===== config.mk =====
export PLATFORM = sky130hd
export DESIGN_NAME = pi_current_regulator_antiwindup_core
export DESIGN_NICKNAME = d
export VERILOG_FILES = /design/src/rtl/picr_pkg.sv /design/src/rtl/pi_current_regulator_antiwindup_core.sv
export SDC_FILE = /design/constraint.sdc
export NUM_CORES = 2
export LEC_CHECK = 0
export BUFFER_PORTS_ARGS = -buffer_cell sky130_fd_sc_hd__buf_2
export CORE_ASPECT_RATIO = 1.75
export CORE_UTILIZATION = 68
export DETAILED_ROUTE_END_ITERATION = 16
export GPL_TIMING_DRIVEN = 0
export HOLD_SLACK_MARGIN = 0.08
export PLACE_DENSITY = 0.95
export SYNTH_ARGS = -nofsm -noshare
export SYNTH_HDL_FRONTEND = slang
export SYNTH_SLANG_ARGS = --single-unit

===== constraint.sdc =====
create_clock -name clk -period 24.4 [get_ports clk]
set_input_delay 2.44 -clock clk [delete_from_list [all_inputs] [get_ports clk]]
set_output_delay 2.44 -clock clk [all_outputs]
set_load 0.02 [all_outputs]

===== src/rtl/picr_pkg.sv =====
// Package for the PI current regulator core: field widths, register
// indexes, item kinds and the saturating clamp shared by the datapath.
// No dependencies.
package picr_pkg;

    localparam int ERR_W   = 24;   // current error, signed mA
    localparam int BUS_W   = 16;   // bus voltage, unsigned mV
    localparam int GAIN_W  = 20;   // Q15 gains, unsigned
    localparam int DRIVE_W = 16;   // drive voltage and integrator, signed mV
    localparam int LIM_W   = BUS_W - 1;
    localparam int Q_SHIFT = 15;

    localparam int PROD_W  = ERR_W + GAIN_W + 1;   // signed product
    localparam int TERM_W  = PROD_W - Q_SHIFT;     // product after >>> 15
    localparam int SUM_W   = TERM_W + 1;           // term plus integrator

    localparam int S_TDATA_W = ((ERR_W + BUS_W + 7) / 8) * 8;
    localparam int M_TDATA_W = ((DRIVE_W + 7) / 8) * 8;

    typedef enum logic [0:0] {
        REG_PROP_GAIN     = 1'b0,
        REG_INTEGRAL_GAIN = 1'b1
    } reg_index_t;

    typedef enum logic [0:0] {
        KIND_STEP  = 1'b0,
        KIND_CLEAR = 1'b1
    } item_kind_t;

    // Clamp v to [-lim, +lim]; lim is a non-negative half-bus limit.
    function automatic logic signed [SUM_W-1:0] clamp_lim(
        input logic signed [SUM_W-1:0] v,
        input logic        [LIM_W-1:0] lim
    );
        logic signed [SUM_W-1:0] hi;
        logic signed [SUM_W-1:0] lo;
        hi = signed'({{(SUM_W-LIM_W){1'b0}}, lim});
        lo = -hi;
        if (v > hi)
            clamp_lim = hi;
        else if (v < lo)
            clamp_lim = lo;
        else
            clamp_lim = v;
    endfunction

endpackage


===== src/rtl/pi_current_regulator_antiwindup_core.sv =====
// PI current regulator with conditional-integration anti-windup.
// Three register stages: input word, Q15 products, integrator and result.
// Depends on picr_pkg.
//
//  channel  | handshake               | payload
//  ---------+-------------------------+--------------------------------------------
//  s_axis   | s_tvalid / s_tready     | tdata: error_current[23:0], bus_voltage[39:24]
//           |                         | tuser: kind (0 step, 1 clear)
//  m_axis   | m_tvalid / m_tready     | tdata: drive_voltage[15:0]; tuser: saturated
//  cfg      | cfg_we (no handshake)   | cfg_addr: 0 prop_gain, 1 integral_gain
//
// One word per cycle while m_tready is high. The integrator add and clamp
// sit in the last stage, so state feeds back to the next word. Each stage
// advances when the next is empty or moving, so bubbles collapse and
// s_tready drops only when every stage holds.
// Reset clears the gains, the integrator, the clipped flag and all valids.
module pi_current_regulator_antiwindup_core
    import picr_pkg::*;
(
    input  logic                 clk,
    input  logic                 rst_n,
    input  logic                 cfg_we,
    input  logic [0:0]           cfg_addr,
    input  logic [GAIN_W-1:0]    cfg_wdata,
    input  logic                 s_tvalid,
    output logic                 s_tready,
    input  logic [S_TDATA_W-1:0] s_tdata,    // error_current, bus_voltage
    input  logic [0:0]           s_tuser,    // kind
    output logic                 m_tvalid,
    input  logic                 m_tready,
    output logic [M_TDATA_W-1:0] m_tdata,    // drive_voltage
    output logic [0:0]           m_tuser     // saturated
);

    // configuration
    logic [GAIN_W-1:0] prop_gain_reg;
    logic [GAIN_W-1:0] integral_gain_reg;

    always_ff @(posedge clk or negedge rst_n)
    begin
        if (!rst_n)
        begin
            prop_gain_reg     <= '0;
            integral_gain_reg <= '0;
        end
        else if (cfg_we)
        begin
            case (reg_index_t'(cfg_addr))
                REG_PROP_GAIN:     prop_gain_reg     <= cfg_wdata;
                REG_INTEGRAL_GAIN: integral_gain_reg <= cfg_wdata;
                default:           ;
            endcase
        end
    end

    // stage control
    logic v1_reg, v2_reg, v3_reg;
    logic adv1, adv2, adv3;

    assign adv3     = !v3_reg || m_tready;
    assign adv2     = !v2_reg || adv3;
    assign adv1     = !v1_reg || adv2;
    assign s_tready = adv1;
    assign m_tvalid = v3_reg;

    always_ff @(posedge clk or negedge rst_n)
    begin
        if (!rst_n)
        begin
            v1_reg <= 1'b0;
            v2_reg <= 1'b0;
            v3_reg <= 1'b0;
        end
        else
        begin
            if (adv1)
                v1_reg <= s_tvalid;
            if (adv2)
                v2_reg <= v1_reg;
            if (adv3)
                v3_reg <= v2_reg;
        end
    end

    // stage 1: input word
    item_kind_t               kind1_reg;
    logic signed [ERR_W-1:0]  err1_reg;
    logic        [BUS_W-1:0]  bus1_reg;

    always_ff @(posedge clk)
    begin
        if (adv1 && s_tvalid)
        begin
            kind1_reg <= item_kind_t'(s_tuser[0]);
            err1_reg  <= signed'(s_tdata[ERR_W-1:0]);
            bus1_reg  <= s_tdata[ERR_W+BUS_W-1:ERR_W];
        end
    end

    // stage 2: Q15 products, floor shift by taking the upper bits
    logic signed [GAIN_W:0]   pgain_s;
    logic signed [GAIN_W:0]   igain_s;
    logic signed [PROD_W-1:0] pprod;
    logic signed [PROD_W-1:0] iprod;

    assign pgain_s = signed'({1'b0, prop_gain_reg});
    assign igain_s = signed'({1'b0, integral_gain_reg});
    assign pprod   = PROD_W'(err1_reg) * PROD_W'(pgain_s);
    assign iprod   = PROD_W'(err1_reg) * PROD_W'(igain_s);

    item_kind_t               kind2_reg;
    logic signed [TERM_W-1:0] pterm2_reg;
    logic signed [TERM_W-1:0] inc2_reg;
    logic        [LIM_W-1:0]  lim2_reg;

    always_ff @(posedge clk)
    begin
        if (adv2 && v1_reg)
        begin
            kind2_reg  <= kind1_reg;
            pterm2_reg <= pprod[PROD_W-1:Q_SHIFT];
            inc2_reg   <= iprod[PROD_W-1:Q_SHIFT];
            lim2_reg   <= bus1_reg[BUS_W-1:1];
        end
    end

    // stage 3: conditional integration, clamps, result
    logic signed [DRIVE_W-1:0] integ_reg;
    logic signed [DRIVE_W-1:0] integ_next;
    logic                      clipped_reg;
    logic                      clipped_next;
    logic signed [DRIVE_W-1:0] drive_reg;
    logic signed [DRIVE_W-1:0] drive_next;
    logic                      sat_reg;

    logic                      do_integ;
    logic signed [SUM_W-1:0]   integ_acc;
    logic signed [SUM_W-1:0]   integ_clamped;
    logic signed [SUM_W-1:0]   out_sum;
    logic signed [SUM_W-1:0]   out_clamped;
    logic                      fire3;

    assign fire3 = adv3 && v2_reg;

    always_comb
    begin
        // integrate unless clipped last step, except when heading back to zero
        do_integ = !clipped_reg
                   || (integ_reg > 0 && inc2_reg < 0)
                   || (integ_reg < 0 && inc2_reg > 0);
        integ_acc     = SUM_W'(integ_reg) + (do_integ ? SUM_W'(inc2_reg) : '0);
        integ_clamped = clamp_lim(integ_acc, lim2_reg);
        out_sum       = SUM_W'(pterm2_reg) + integ_clamped;
        out_clamped   = clamp_lim(out_sum, lim2_reg);
        if (kind2_reg == KIND_CLEAR)
        begin
            integ_next   = '0;
            clipped_next = 1'b0;
            drive_next   = '0;
        end
        else
        begin
            integ_next   = integ_clamped[DRIVE_W-1:0];
            clipped_next = (out_clamped != out_sum);
            drive_next   = out_clamped[DRIVE_W-1:0];
        end
    end

    always_ff @(posedge clk or negedge rst_n)
    begin
        if (!rst_n)
        begin
            integ_reg   <= '0;
            clipped_reg <= 1'b0;
        end
        else if (fire3)
        begin
            integ_reg   <= integ_next;
            clipped_reg <= clipped_next;
        end
    end

    always_ff @(posedge clk)
    begin
        if (fire3)
        begin
            drive_reg <= drive_next;
            sat_reg   <= clipped_next;
        end
    end

    assign m_tdata    = M_TDATA_W'(unsigned'(drive_reg));
    assign m_tuser[0] = sat_reg;

    // checks
    a_ready_when_empty: assert property (@(posedge clk) disable iff (!rst_n)
        !m_tvalid |-> s_tready)
        else $error("input stalled with empty output stage");

    a_flag_tracks_result: assert property (@(posedge clk) disable iff (!rst_n)
        fire3 |=> (clipped_reg == m_tuser[0]))
        else $error("clipped flag differs from last saturated result");

    a_clear_zeroes: assert property (@(posedge clk) disable iff (!rst_n)
        (fire3 && kind2_reg == KIND_CLEAR) |=> (integ_reg == '0 && !clipped_reg))
        else $error("clear word left integrator state");

    a_integ_range: assert property (@(posedge clk) disable iff (!rst_n)
        integ_reg != {1'b1, {(DRIVE_W-1){1'b0}}})
        else $error("integrator outside half-bus range");

    a_sat_needs_nonzero: assert property (@(posedge clk) disable iff (!rst_n)
        (fire3 && clipped_next) |-> (out_sum != '0))
        else $error("saturation flagged on zero sum");

endmodule

==> impl_results.md <==
- Yosys top cell area share: 0.414
- Global-route wire length before repair: 248000 µm
- Clock Sinks: 193
- Worst R2R Setup Slack: 6.15 ns
- CTS tree: yes
- Synth Instances: 5059
- First-pass DRT Iterations: 8
- Post-synth EDFFs: 133
- H-Tree Level Count: 4
- Setup Skew: 0.0244 ns
- I/O pin cnt: 86
- Routed len/inst: 27.1 µm
- Critical path arrival: 18.54 ns
- HP Class: flip-flop to flip-flop
- Remaining DRCs: 0
- Setup crit start kind: flip-flop
- Hold Path Depth: 0
- Total CTS buffers: 17
- Pin count of the biggest net entering global routing: 62
- Seq/Total Area, Yosys: 0.116
- DIE HEIGHT: 352 µm
- Count of unique library cells instantiated by Yosys: 100
- Most Frequent Cell on Critical Path: o21ai_0
- Asr flop ratio synth: 0.311
- Initial core utilization: 0.691
- Final Hold Violating Endpoints: 0
- Initial antenna violation count: 21
- R2R Path End: m_tuser
- Port bufs: 84
- Layout cells sized above 1: 0.0413
- Yosys reg bits: 193
- DPL Wire Length: 135000 µm
- Critical path fanouts, max: 10
- Critical R2R Launch: inc2_reg[0]
- Num rows: 127
- Number of global-route vias before repair: 43.2k
- Crit. End Element: flip-flop
- Slowest stage delay, CP: 0.85 ns
- Hold Buf Count CTS: 0
- Routability cong.: 1.05
- Commonest non-fill, non-tap cell in the layout: inv_1
- Failing checks: max-capacitance violations, max-slew violations
- Commonest cells after routing, fill and taps aside: inv_1, fa_1, nand2_1
- Global-route usage over all layers: 0.488
- Die W: 202 µm
- Reg clk slew, reported paths: 0.09 ns
- Synth area leader: fa_1
- Post-CTS Resized: 0
- Top cells by area, synth: fa_1, ha_1, inv_1, edfxtp_1, and2_1
- Final Util: 0.725
- Fin Setup TNS: 0 ns
- Syn_nets: 6492
- Final WL: 166000 µm
- Avg Inst Size Synth: 9.40 µm²
- Post-CTS setup buffer count: 0
- Hold path startpoint: bus1_reg[12]
- Fin crit period: 18.25 ns
- Max-Cap Viols: 1
- Mapped cell area: 47500 µm²
- Hold Path End: lim2_reg[11]
- Placeable Area: 68800 µm²
- Maximum root-to-sink buffer count: 2
- Final Max Slew Viols: 10
- Crit share post-route: 0.748
- Die area: 71000 µm²
- Critical Path RT: 24.69 ns
- Fin nets: 6598
- Run status: finished with violations
- Grt ovf: 0
- Area Growth Syn to Fin: 4.92%
- Warning count from the yosys run: 0
- Worst slew pin tran: 1.58 ns
- DR iter-0 viols: 3476
- Top FF cell, synth: edfxtp_1
- Vias/cell: 6.43
- Vias: 39.4k
- Critical-path cell with the highest stage delay: o21ai_0
- FMAX: 54.8 MHz
- Relative slew slack: -0.0855
- Final setup violation count: 0
- Number of routed nets with antenna violations: 0
- CTS Root Cell: clkbuf_16
- RSZ-0062 raised after global routing: no
- WS Path Type: flip-flop to flip-flop
- Worst-skew pair later-pin latency: 0.55 ns
- Reg2reg path depth: 48
-- cell families after synthesis --
family / Yosys count / synth area share
adder cells (fa/ha/maj): 1366 / 0.515
multiplexers: 50 / 0.0117
flip-flops: 193 / 0.116
buffers and inverters: 1334 / 0.107
AND/OR/NAND/NOR: 1483 / 0.155
XOR/XNOR: 133 / 0.0247
AO/OA/AOI/OAI: 500 / 0.0717
-- metal layers --
layer  GRT usage  share of wire
met5           0        0.00040
met4       0.550           0.14
met1       0.453           0.28
met2       0.796           0.47
met3       0.163           0.10
-- cell type report --
class / count / area [µm²]
inverters: 1115 / 4190
flip-flops and latches: 193 / 5500
clock buffers: 17 / 425
clock inverters: 15 / 198
multi-input cells: 3532 / 37000
repair buffers: 87 / 478
plain buffers: 219 / 890
well taps: 903 / 1130
fillers: 4859 / 18900
diodes: 38 / 95.1
-- cells in the mapped netlist (all sizes together), types with 43 or more instances --
| library cell | count |
|---|---|
| a21o | 57 |
| clkbuf | 207 |
| a21oi | 117 |
| nor2 | 152 |
| nand2 | 604 |
| edfxtp | 133 |
| dfrtp | 60 |
| fa | 982 |
| inv | 1115 |
| nor2b | 45 |
| o21ai | 101 |
| mux2 | 43 |
| and2 | 472 |
| ha | 384 |
| xnor2 | 103 |
-- worst max path at each step --
stage                           start          end  slack, ns  cells past startpoint
after floorplan           inc2_reg[6]  clipped_reg      12.73                     51
after global placement    inc2_reg[0]   m_tdata[7]       7.04                     50
after detailed placement  inc2_reg[1]   m_tdata[7]       6.90                     50
after CTS                 inc2_reg[1]   m_tdata[7]       6.77                     50
after global routing      inc2_reg[1]      m_tuser       6.24                     48
final                     inc2_reg[0]      m_tuser       6.15                     48
-- stage by stage --
| step | setup WS (ns) | hold slack, ns | cell area (µm²) | std cells |
|---|---|---|---|---|
| finish | 6.15 | 0.429 | 49900 | 6119 |
| global route | 6.24 | 0.444 | 49800 | 6089 |
| CTS | 6.77 | 0.428 | 49800 | 6080 |
| detailed placement | 6.90 | 0.410 | 49100 | 6048 |
| global placement | 7.04 | 0.411 | 49100 | 6046 |
| floorplan | 12.73 | 0.400 | 47500 | 5059 |
-- critical path, delay by kind of cell (launching register included) --
family	cells	cell delay, ns
compound gates	25	8.80
flops	1	0.38
buf+inv	4	2.14
fa+ha+maj	4	1.60
simple gates	13	4.24
xor+xnor	2	0.82
Power is left out: the tool's default activity adds up to more than one toggle a clock period on the data nets, which glitch-free logic cannot reach.
